`src/cbe_pkg.sv`:
```
`default_nettype none
package cbe_pkg;

    // fixed field widths
    localparam int PIX_W      = 8;
    localparam int LVL_W      = 8;
    localparam int MODE_W     = 2;
    localparam int PCT_W      = 14;
    localparam int CFG_IDX_W  = 1;
    localparam int CFG_DATA_W = 14;

    // register indexes
    localparam logic [CFG_IDX_W-1:0] CFG_BALANCE_MODE = 1'd0;
    localparam logic [CFG_IDX_W-1:0] CFG_PERCENT      = 1'd1;

    // balance modes
    localparam logic [MODE_W-1:0] MODE_WHITE_PATCH = 2'd0;
    localparam logic [MODE_W-1:0] MODE_GRAY_WORLD  = 2'd1;
    localparam logic [MODE_W-1:0] MODE_PERCENTILE  = 2'd2;

    // item operations
    localparam logic OP_STAT = 1'b0;
    localparam logic OP_CORR = 1'b1;

    // reset values of the registers
    localparam logic [MODE_W-1:0] MODE_RESET = MODE_WHITE_PATCH;
    localparam logic [PCT_W-1:0]  PCT_RESET  = 14'd500;

    // arithmetic constants
    localparam logic [PIX_W-1:0]  TARGET_WHITE = 8'd255;
    localparam logic [PIX_W-1:0]  TARGET_GRAY  = 8'd128;
    localparam logic [PCT_W-1:0]  PCT_SCALE    = 14'd10000;
    localparam logic [13:0]       COEF_R       = 14'd4899;
    localparam logic [13:0]       COEF_G       = 14'd9617;
    localparam logic [13:0]       COEF_B       = 14'd1868;
    localparam logic [21:0]       LUMA_ROUND   = 22'd8192;
    localparam int                LUMA_SHIFT   = 14;

    typedef struct packed {
        logic             operation;
        logic [PIX_W-1:0] pixel_blue;
        logic [PIX_W-1:0] pixel_green;
        logic [PIX_W-1:0] pixel_red;
        logic             frame_end;
    } t_item_in;

    typedef struct packed {
        logic [PIX_W-1:0] out_blue;
        logic [PIX_W-1:0] out_green;
        logic [PIX_W-1:0] out_red;
        logic             out_frame_end;
    } t_item_out;

    typedef enum logic [3:0] {
        ST_INIT,
        ST_IDLE,
        ST_STAT,
        ST_PREP,
        ST_WALK_RD,
        ST_WALK_ACC,
        ST_DIV_LOAD,
        ST_DIV_STEP,
        ST_DIV_STORE
    } t_state;

    typedef struct packed {
        logic idle;
        logic clear_wr;
        logic stat_wr;
        logic walk_start;
        logic walk_rd;
        logic walk_acc;
        logic div_load;
        logic div_step;
        logic div_store;
    } t_ctl_cmd;

    typedef struct packed {
        logic stat_go;
        logic frame_end;
        logic lvl_last;
        logic div_last;
        logic chan_last;
    } t_ctl_sts;

endpackage
`default_nettype wire

```
`src/cbe_ctrl.sv`:
```
`default_nettype none
module cbe_ctrl
    import cbe_pkg::*;
(
    input  wire logic     i_clk,
    input  wire logic     i_rst_n,
    input  wire t_ctl_sts i_sts,
    output t_ctl_cmd      o_cmd,
    output logic          o_busy
);

    t_state r_state;
    t_state n_state;

    // state register
    always_ff @(posedge i_clk) begin
        if (!i_rst_n) begin
            r_state <= ST_INIT;
        end else begin
            r_state <= n_state;
        end
    end

    // next state
    always_comb begin
        n_state = r_state;
        case (r_state)
            ST_INIT:      if (i_sts.lvl_last) n_state = ST_IDLE;
            ST_IDLE:      if (i_sts.stat_go) n_state = ST_STAT;
            ST_STAT:      n_state = i_sts.frame_end ? ST_PREP : ST_IDLE;
            ST_PREP:      n_state = ST_WALK_RD;
            ST_WALK_RD:   n_state = ST_WALK_ACC;
            ST_WALK_ACC:  n_state = i_sts.lvl_last ? ST_DIV_LOAD : ST_WALK_RD;
            ST_DIV_LOAD:  n_state = ST_DIV_STEP;
            ST_DIV_STEP:  if (i_sts.div_last) n_state = ST_DIV_STORE;
            ST_DIV_STORE: n_state = i_sts.chan_last ? ST_IDLE : ST_DIV_LOAD;
            default:      n_state = ST_INIT;
        endcase
    end

    // commands
    always_comb begin
        o_cmd = '0;
        case (r_state)
            ST_INIT:      o_cmd.clear_wr   = 1'b1;
            ST_IDLE:      o_cmd.idle       = 1'b1;
            ST_STAT:      o_cmd.stat_wr    = 1'b1;
            ST_PREP:      o_cmd.walk_start = 1'b1;
            ST_WALK_RD:   o_cmd.walk_rd    = 1'b1;
            ST_WALK_ACC:  o_cmd.walk_acc   = 1'b1;
            ST_DIV_LOAD:  o_cmd.div_load   = 1'b1;
            ST_DIV_STEP:  o_cmd.div_step   = 1'b1;
            ST_DIV_STORE: o_cmd.div_store  = 1'b1;
            default:      o_cmd            = '0;
        endcase
    end

    assign o_busy = (r_state != ST_IDLE);

endmodule
`default_nettype wire

```
`config.mk`:
```
export PLATFORM = sky130hd
export DESIGN_NAME = cbe_ctrl
export DESIGN_NICKNAME = d
export VERILOG_FILES = /design/src/cbe_pkg.sv /design/src/cbe_ctrl.sv
export SDC_FILE = /design/constraint.sdc
export NUM_CORES = 1
export LEC_CHECK = 0
export BUFFER_PORTS_ARGS = -buffer_cell sky130_fd_sc_hd__buf_2
export CAP_MARGIN = 20
export CORE_AREA = 2 2 39 41
export DETAILED_ROUTE_END_ITERATION = 8
export DIE_AREA = 0 0 41 43
export PLACE_DENSITY = 0.53
export SLEW_MARGIN = 20
export SYNTH_ARGS = -nofsm -noshare
export SYNTH_HDL_FRONTEND = slang
export SYNTH_SLANG_ARGS = --single-unit
```
`constraint.sdc`:
```
create_clock -name i_clk -period 1.1 [get_ports i_clk]
set_input_delay 0.055 -clock i_clk [delete_from_list [all_inputs] [get_ports i_clk]]
set_output_delay 0.055 -clock i_clk [all_outputs]
set_load 0.005 [all_outputs]
```
# == Word-level counts from Yosys, hierarchy flattened ==
# Index checks and enable logic that the tools add are counted.
# totals
ff_bits,4
latch_bits,0
ram_bits,0
mem_bits_ro,0
inputBits,7
out_inout_bits,10
n_memories,0
# classes
n_addsub,0
mul,0
div,0
order_cmp,0
eq_ne,12
n_shift,0
n_mux,16
bitwise,0
reduce_logical,2
# op_table
cell,count
$pmux W4 S9,1
$eq A4 B3 Y1 const B,4
$mux W4,3
$mux W1,9
$eq A4 B2 Y1 const B,2
$ne A2 B2 Y1 const B,3
$eq A4 B1 Y1 const B,1
$eq A4 B4 Y1 const B,1
$logic_not A4 Y1,1
$mux W2,2
$ne A4 B1 Y1 const B,1
$mux W3,1
$reduce_and A3 Y1,1

# == Depth between registers and ports, before layout ==
# Gate-level depths: netlist of run 1.
# depth
depth_word,3
depth_mapped,5
mapped_depth_nobuf,4

# == Least setup slack after synthesis of run 1 ==
# OpenSTA, ideal clock, no wires.
# synth_timing
kind,flip-flop to flip-flop
startpoint,register r_state[3]
endpoint,register r_state[0]
setup_ps,72
t_arrival_ps,1043
required_ps,1028
path_slack_ps,-15
path_stages_with_launch,5
n_path_buf,1
cell_sequence,dfxtp_1 > buf_4 > nand2b_4 > o31ai_1 > mux2i_1
# synth_via
elab_chain_cells,3
# synth_lines
element,line,rtl
from (decl),cbe_ctrl.sv:12,t_state r_state;
from (signal assigned),cbe_ctrl.sv:20,r_state <= n_state;
"$eq A4 B1 Y1, or another cell as far along",cbe_ctrl.sv:27,case (r_state)
$ne A2 B2 Y1 (no source line),n/a,
$reduce_and A3 Y1 (no source line),n/a,
# Several ways; a longest one is shown, not always the timed one.
# A chain may end at the register's enable or synchronous reset.

==> metrics.yaml, run 1 <==
status: "finished with violations"
violations: "setup timing"
grt_pass1_wl_mm: 1.73
grt_max_degree: 9
synthCells: 45
hold_viol_final: 0
yosysSeqAreaShare: 0.227
worstSetupPathType: "flop to primary output"
synth_edf_count: 0
worstSetupStartpointType: "flop"
path_delay_family: "simple AND/OR/NAND/NOR gates"
top_register: "r_state"
setup_ws_ns: -0.177
drv_cap: 0
final_core_util: 0.510
largest_reg_flops: 4
leakage_nw: 0.381
portBuffers: 16
rsz0062_at_grt: "yes"
fmax_mhz: 783
reg_top3: "r_state (4)"
period_needed_ns: 1.28
dp_hpwl_microns: 786
ys_ff_latch: 4
hold_end: "r_state[1]"
finalSetupTns_ns: -1.06
cp_max_fo: 4
drive_above_1_share: 0.741
post_synth.cell_area_avg_sq_um: 7.84
wl_per_cell_microns: 11.9
setup_viol: 11
core_area_sq_um: 1380
yosysWarnings: 0
vdd_drop_max_mv: 0.722
antenna_found_initial: 0
routed_wl_mm: 1.16
grt_pass1_vias: 405
postRouteAntennaNets: 0
path_clk_slew_ns: 0.04
power_density_nw_per_um2: 1700
nets: 90
rows: 14
multi_input_area_sq_um: 289
final_common_cell: "buf_2"
cts_inserted_buffers: 3
avgViaCountPerCell: 4.68
crit_slowest_cell: "or3_4"
grt_usage: 0.147
die_area_sq_um: 1760
period_share: 1.16
maxSlewViolCount: 0
critPathBufInv: 3
seq_area_sq_um: 92.6
h-tree-depth: 1
r2r_end: "r_state[0]"
path_cells: "buf_6, or3_4, inv_2, buf_2"
pre_cts_slack_ns: -0.108
synth.distinct_cells: 27
worst_pin_slew_ns: 0.265
reg2reg_depth: 5
dr.pass1.iters: 4
final_cell_mix: "16 x buf_2, 14 x buf_4, 7 x buf_6"
cts_tree: "built"
clock_path_buffers: 2
cp_slowest_stage_delay_ns: 0.37
die_y_microns: 43
die_w_microns: 41
io_pins: 17
power_mw: 1.20
first_iter_violations: 4
critPathCaptureType: "primary output"
timing.rr.start: "r_state[1]"
diodes: 0
critPathArrivalTime_ns: 1.22
clkSinkCount: 4
ys.flop_type: "dfxtp_1"
required_ns: 1.04
async_flop_share: 0
root_buffer: "clkbuf_4"
holdBufCountCts: 0
syn_nets: 52
clk_latency_ns: 0.23
min-delay-start: "i_rst_n"
netlist_area_sq_um: 353
reg2reg_slack_ns: -0.11
drc_errors: 0
place.gp.congestion: 0.742
hold_path_depth: 2
fill_cells: 140
whs_ns: 0.0934
slew_headroom: 0.823
areaGrowthSynthToFinish_pct: 100
fin_skew_ns: 0.00203
hold_class: "primary input to flop"
initial_core_util: 0.255
grt-ovfl-total: 0
num_vias: 454
crit_start: "r_state[1]"
[cells in the mapped netlist (all sizes together), types with 2 or more instances]
master	instances	area, sq um
o31ai	2	15.0
and3	2	12.5
nor2	4	15.0
inv	3	11.3
dfxtp	4	80.1
o211ai	2	20.0
nor3	5	30.0
nand2b	2	20.0
nand2	4	15.0
buf	4	37.5
a21oi	2	10.0
[per-layer routing]
layer / vias up / track usage / share of wire
met5: - / 0 / 0
met4: 0 / 0.0600 / 0
met1: 211 / 0.183 / 0.42
met2: 8 / 0.222 / 0.55
met3: 0 / 0.0471 / 0.028
li1: 235 / - / -
[worst reg2reg max path: cells and delay by family, from the launching register on]
| family | cells | cell delay [ns] |
|---|---|---|
| simple gates | 1 | 0.21 |
| buf+inv | 1 | 0.14 |
| mux | 1 | 0.21 |
| compound gates | 2 | 0.23 |
| flops | 1 | 0.35 |
[where the power goes]
| part | switching (mW) | internal [mW] | total, mW | leakage [nW] |
|---|---|---|---|---|
| Combinational | 0.291 | 0.456 | 0.747 | 0.332 |
| Sequential | 0.0856 | 0.188 | 0.273 | 0.0352 |
| Clock | 0.0548 | 0.122 | 0.177 | 0.0138 |
| Total | 0.431 | 0.766 | 1.20 | 0.381 |
[worst max-delay path by stage]
stage / end / slack (ns) / depth (start not counted)
floorplan: r_state[1] / 0.007 / 4
global placement: r_state[1] / -0.12 / 3
detailed placement: r_state[1] / -0.11 / 3
CTS: o_cmd[8] / -0.18 / 4
global route: o_cmd[8] / -0.21 / 4
finish: o_cmd[8] / -0.18 / 4
[cells by family (layout without fill, tap and decap cells)]
group,count (synthesis),in the layout,share of synthesized area
simple gates,22,22,0.372
buf+inv,8,44,0.149
flops,4,4,0.227
compound gates,10,10,0.223
mux,1,1,0.0284
[metrics by stage]
step           cells  cell area, sq um
2_1_floorplan     45               358
3_3_place_gp      87               526
3_5_place_dp      87               526
4_1_cts           95               691
5_1_grt           97               706
6_report          97               706
[what timing repair did]
action / 4_1_cts / 5_1_grt
buffers inserted: 6 / 2
cloned: 0 / 0
pin swaps: 9 / 4
setup endpoints to repair: 13 / 13
resized for setup: 28 / 0
[cell type report]
cell class | instances | area share
multi-input combinational | 33 | 0.410
clock buffer | 3 | 0.0319
sequential | 4 | 0.131
timing repair buffer | 37 | 0.374
tap | 16 | 0.0284
inverter | 4 | 0.0248
Power figures use the tool's default switching activity.
==> inputs of run 2 (changes only) <==
--- a/config.mk
+++ b/config.mk
@@ -5,12 +5,13 @@
 export SDC_FILE = /design/constraint.sdc
 export NUM_CORES = 1
 export LEC_CHECK = 0
+export ABC_AREA = 1
 export BUFFER_PORTS_ARGS = -buffer_cell sky130_fd_sc_hd__buf_2
 export CAP_MARGIN = 20
 export CORE_AREA = 2 2 39 41
 export DETAILED_ROUTE_END_ITERATION = 8
 export DIE_AREA = 0 0 41 43
-export PLACE_DENSITY = 0.53
+export PLACE_DENSITY = 0.52
 export SLEW_MARGIN = 20
 export SYNTH_ARGS = -nofsm -noshare
 export SYNTH_HDL_FRONTEND = slang
==> metrics.yaml, run 2 <==
rows: 14  # unchanged
rsz0062_at_grt: "yes"
hold_viol_final: 0  # unchanged
portBuffers: 16  # unchanged
root_buffer: "clkbuf_4"
die_y_microns: 43  # unchanged
setup_viol: 12  # +1
postRouteAntennaNets: 0  # unchanged
slew_headroom: 0.861  # +0.0384
period_needed_ns: 1.17  # -0.108 ns
final_common_cell: "buf_2"
grt_max_degree: 7  # -2
violations: "setup timing"
die_area_sq_um: 1760  # unchanged
yosysWarnings: 0  # unchanged
areaGrowthSynthToFinish_pct: 95.7
yosysSeqAreaShare: 0.230  # +0.00327
holdBufCountCts: 0  # unchanged
worstSetupStartpointType: "flop"
wl_per_cell_microns: 9.56  # -20%
synthCells: 60  # +33%
io_pins: 17  # unchanged
whs_ns: 0.0322  # -0.0612 ns
avgViaCountPerCell: 4.31  # -7.8%
async_flop_share: 0  # unchanged
h-tree-depth: 1  # unchanged
drc_errors: 0  # unchanged
drive_above_1_share: 0.717  # -0.0233
dp_hpwl_microns: 801  # +1.9%
synth_common_cells: "15 x inv_1, 11 x nand2_1, 8 x nor2_1"
period_share: 1.06  # -0.0982
cts_tree: "built"
grt_pass1_wl_mm: 1.66  # -4.0%
ys_ff_latch: 4  # unchanged
hold_path_depth: 3  # +1
fmax_mhz: 856  # +9.2%
synth_edf_count: 0  # unchanged
maxSlewViolCount: 0  # unchanged
synth_top_area_frac: 0.230  # +0.00327
power_frac_seq: 0.276  # +0.048
reg2reg_depth: 9  # +4
crit_start: "r_state[3]"
nets: 101  # +12%
drv_cap: 0  # unchanged
path_clk_slew_ns: 0.04  # about the same
vdd_drop_max_mv: 0.358  # -50%
pwr-share-clk: 0.268  # +0.121
hold_end: "r_state[2]"
synth_area_leaders: "dfxtp_1 23%, inv_1 16%, nand2_1 12%"
critPathArrivalTime_ns: 1.11  # -0.11 ns
largest_reg_flops: 4  # unchanged
fill_cells: 148  # +5.7%
fin_skew_ns: 0.00427  # +0.00224 ns
top_register: "r_state"
diodes: 0  # unchanged
switching_share: 0.340  # -0.0202
worst_pin_slew_ns: 0.206  # -0.0588 ns
place.gp.congestion: 0.734  # -1.1%
pwr-share-comb: 0.456  # -0.168
required_ns: 1.04  # about the same
reg2reg_slack_ns: -0.05  # +0.06 ns
p_int_mw: 0.447  # -42%
hold_class: "primary input to flop"
wl_met1_microns: 384  # -22%
initial_core_util: 0.251  # -0.00362
syn_nets: 67  # +29%
final_cell_mix: "14 x buf_2, 9 x inv_1, 8 x inv_2, 8 x buf_4, 7 x buf_6"
pre_cts_slack_ns: -0.136  # -0.0282 ns
setup_ws_ns: -0.0686  # +0.108 ns
grt_pass1_vias: 447  # +10%
grt-ovfl-total: 0  # unchanged
switchingPower_mw: 0.230  # -47%
num_vias: 466  # +2.6%
timing.rr.start: "r_state[2]"
wl_met3_microns: 46  # +44%
synth.distinct_cells: 16  # -41%
leakage_nw: 0.412  # +8.3%
dr.pass1.iters: 2  # -2
clk_latency_ns: 0.24  # about the same
first_iter_violations: 1  # -3
routed_wl_mm: 1.03  # -11%
clkSinkCount: 4  # unchanged
power_density_nw_per_um2: 995  # -41%
cts_inserted_buffers: 3  # unchanged
post_synth.cell_area_avg_sq_um: 5.80  # -26%
netlist_area_sq_um: 348  # -1.4%
core_area_sq_um: 1380  # unchanged
wl_met2_microns: 587  # -7.1%
clock_path_buffers: 2  # unchanged
reg_top3: "r_state (4)"
ys.flop_type: "dfxtp_1"
status: "finished with violations"
yosysMostFrequentCell: "inv_1"
grt_usage: 0.143  # -0.00316
antenna_found_initial: 0  # unchanged
min-delay-start: "i_rst_n"
top_layer_used: "met4"
cp_max_fo: 4  # unchanged
die_w_microns: 41  # unchanged
worstSetupPathType: "flop to primary output"
r2r_end: "r_state[1]"
synth_largest_area_cell: "dfxtp_1"
critPathCaptureType: "primary output"
[run 2: critical path, stage by stage, from the launching register on]
cell,delay [ns]
dfxtp_4,0.37
inv_1,0.04
nor2_1,0.12
nand2_2,0.09
buf_6,0.12
inv_1,0.04
buf_2,0.10
[run 2: metrics by stage]
| stage | area [sq um] | utilization | total power [mW] | setup TNS [ns] | instances |
|---|---|---|---|---|---|
| after floorplan | 348 | - | 0.285 | 0 | 60 |
| after detailed placement | 515 | 0.373 | 0.393 | -0.258 | 101 |
| after global routing | 681 | 0.492 | 0.744 | -1.59 | 108 |
| after global placement | 515 | 0.373 | 0.389 | -0.224 | 101 |
| final | 681 | 0.492 | 0.677 | -0.519 | 108 |
| after CTS | 589 | 0.426 | 0.603 | -0.949 | 105 |
[run 2: repair_timing]
action	4_1_cts	5_1_grt
buffers inserted	2	3
setup endpoints to repair	12	14
pin swaps	5	9
resized for setup	18	21
[run 2: layout make-up]
type | instances | area, sq um | area share
inverters | 18 | 70.1 | 0.103
well taps | 16 | 20.0 | 0.0294
multi-input cells | 38 | 264 | 0.388
repair buffers | 29 | 209 | 0.307
clock buffers | 3 | 22.5 | 0.0331
flip-flops and latches | 4 | 95.1 | 0.140
[run 2: power by group through the flow]
stage	Combinational [mW]	Sequential (mW)	Clock [mW]
2_1_floorplan	0.110	0.175	0
3_3_place_gp	0.210	0.180	0
3_5_place_dp	0.213	0.180	0
4_1_cts	0.229	0.182	0.192
5_1_grt	0.344	0.190	0.210
6_report	0.309	0.187	0.182
[run 2: worst max path at each step]
| stage | to | slack [ns] | depth (start not counted) |
|---|---|---|---|
| CTS | o_cmd[1] | -0.11 | 6 |
| floorplan | r_state[0] | 0.03 | 7 |
| finish | o_cmd[0] | -0.07 | 6 |
| global route | r_state[1] | -0.17 | 8 |
| global placement | r_state[1] | -0.12 | 7 |
| detailed placement | r_state[0] | -0.14 | 7 |
[run 2: per-layer routing]
layer	up-vias	GRT usage
met4	0	0.100
met2	15	0.244
li1	243	-
met5	-	0
met1	206	0.151
met3	2	0.0157
[run 2: cell families (layout without fill, tap and decap cells)]
logic type             count (synthesis)  count (layout)  share of synthesized area
AO/OA/AOI/OAI                          4               4                     0.0791
buffers and inverters                 18              50                      0.194
flip-flops                             4               4                      0.230
AND/OR/NAND/NOR                       34              34                      0.496
==> inputs of run 3 (changes only) <==
--- a/config.mk
+++ b/config.mk
@@ -11,7 +11,7 @@
 export CORE_AREA = 2 2 39 41
 export DETAILED_ROUTE_END_ITERATION = 8
 export DIE_AREA = 0 0 41 43
-export PLACE_DENSITY = 0.52
+export PLACE_DENSITY = 0.5
 export SLEW_MARGIN = 20
 export SYNTH_ARGS = -nofsm -noshare
 export SYNTH_HDL_FRONTEND = slang
==> constraint.sdc (replaced) <==
create_clock -name i_clk -period 1.47 [get_ports i_clk]
set_input_delay 0.0735 -clock i_clk [delete_from_list [all_inputs] [get_ports i_clk]]
set_output_delay 0.0735 -clock i_clk [all_outputs]
set_load 0.005 [all_outputs]
==> metrics.yaml, run 3 (synthesized netlist as in run 2, its figures left out) <==
h-tree-depth: 1  # unchanged
crit_slowest_cell: "dfxtp_1"
grt_pass1_wl_mm: 1.35  # -19%
place.gp.congestion: 0.797  # +8.6%
die_area_sq_um: 1760  # unchanged
antenna_found_initial: 0  # unchanged
cts_setup_buffers: 0  # -2
cp_slowest_stage_delay_ns: 0.35  # -0.02 ns
worstSetupStartpointType: "flop"
period_share: 0.877
first_iter_violations: 6  # +5
pre_cts_slack_ns: 0.269  # +0.406 ns
fmax_mhz: 776
slew_headroom: 0.818  # -0.0431
portBuffers: 16  # unchanged
critPathCaptureType: "primary output"
wl_per_cell_microns: 8.45  # -12%
required_ns: 1.40  # +0.36 ns
min-delay-start: "i_rst_n"
path_cells: "nor2_2, inv_1, nor3_1, buf_2"
diodes: 0  # unchanged
cts_resized: 0  # -18
timing.rr.start: "r_state[3]"
setup_ws_ns: 0.181  # +0.250 ns
final_common_cell: "buf_2"
grt_max_degree: 7  # unchanged
dp_hpwl_microns: 660  # -18%
largest_reg_flops: 4  # unchanged
nets: 88  # -13%
grt-ovfl-total: 0  # unchanged
reg2reg_depth: 6  # -3
crit_start: "r_state[3]"
cp_max_fo: 6  # +2
maxSlewViolCount: 0  # unchanged
clock_path_buffers: 2  # unchanged
finalSetupTns_ns: 0  # +0.519 ns
postRouteAntennaNets: 0  # unchanged
period_needed_ns: 1.29
die_y_microns: 43  # unchanged
grt_pass1_vias: 350  # -22%
hold_path_depth: 3  # unchanged
hold_viol_final: 0  # unchanged
root_buffer: "clkbuf_4"
top_register: "r_state"
rows: 14  # unchanged
holdBufCountCts: 0  # unchanged
cts_inserted_buffers: 3  # unchanged
vdd_drop_max_mv: 0.359  # +0.42%
areaGrowthSynthToFinish_pct: 35.3
initial_core_util: 0.251  # unchanged
grt_usage: 0.112  # -0.0312
reg2reg_slack_ns: 0.28  # +0.33 ns
worst_pin_slew_ns: 0.272  # +0.0663 ns
hold_class: "primary input to flop"
dr.pass1.iters: 4  # +2
avgViaCountPerCell: 4.20  # -2.7%
drive_above_1_share: 0.392  # -0.325
reg_top3: "r_state (4)"
setup_viol: 0  # -12
clkSinkCount: 4  # unchanged
fin_skew_ns: 0.00257  # -0.00170 ns
io_pins: 17  # unchanged
worstSetupPathType: "flop to primary output"
routed_wl_microns: 803  # -22%
path_clk_slew_ns: 0.04  # about the same
drv_cap: 0  # unchanged
die_w_microns: 41  # unchanged
clk_latency_ns: 0.24  # about the same
rsz0062_at_grt: "no"
drc_errors: 0  # unchanged
status: "completed"
critPathArrivalTime_ns: 1.22  # +0.11 ns
leakage_nw: 0.313  # -24%
core_area_sq_um: 1380  # unchanged
cts_tree: "built"
power_density_nw_per_um2: 841  # -16%
final_cell_mix: "16 x buf_2, 15 x inv_1, 11 x nand2_1"
num_vias: 399  # -14%
[run 3: changes by cell type in the layout (fill, tap and decap cells not counted), moves of 3 or more]
cell | previous run | this run
dfxtp_4 | 4 | 0
buf_6 | 7 | 0
nand2_1 | 6 | 11
dfxtp_1 | 0 | 4
nand2_2 | 6 | 3
nor2_1 | 5 | 8
nor2_4 | 5 | 2
inv_2 | 8 | 3
buf_4 | 8 | 0
inv_1 | 9 | 15
[run 3: through the flow]
stage                     instance area, sq um  utilization  hold slack, ns  instances  total power, mW
after floorplan                            348            -           0.184         60            0.213
after global placement                     448        0.324           0.307         92            0.261
after detailed placement                   448        0.324           0.305         92            0.258
after CTS                                  470        0.340          0.0586         95            0.401
after global routing                       470        0.340          0.0710         95            0.429
final                                      470        0.340          0.0595         95            0.395
[run 3: cell type report]
cell class	instances	area (sq um)
multi-input combinational	38	200
fill	164	913
inverter	18	67.6
tap	16	20.0
timing repair buffer	16	80.1
clock buffer	3	22.5
sequential	4	80.1
[run 3: worst paths after layout]
kind                                   end
worst max-delay path              o_cmd[6]
worst min register to register  r_state[3]
worst min-delay path            r_state[2]
worst max register to register  r_state[0]
[run 3: power breakdown]
group          total, mW  switching (mW)  internal, mW
combinational      0.123          0.0700        0.0525
sequential         0.132          0.0142         0.118
clock              0.141          0.0490        0.0916
[run 3: per-layer routing]
metal / GRT usage / vias to the layer above / routed length, microns
li1: - / 216 / -
met1: 0.166 / 169 / 355
met2: 0.134 / 14 / 382
met3: 0.0628 / 0 / 65
met4: 0.0333 / 0 / 0
met5: 0 / - / 0
[run 3: worst max-delay path: cells and delay by family (launching register included)]
kind	cells	cell delay (ns)
DFF	1	0.35
buffers and inverters	2	0.22
and+or+nand+nor	2	0.40
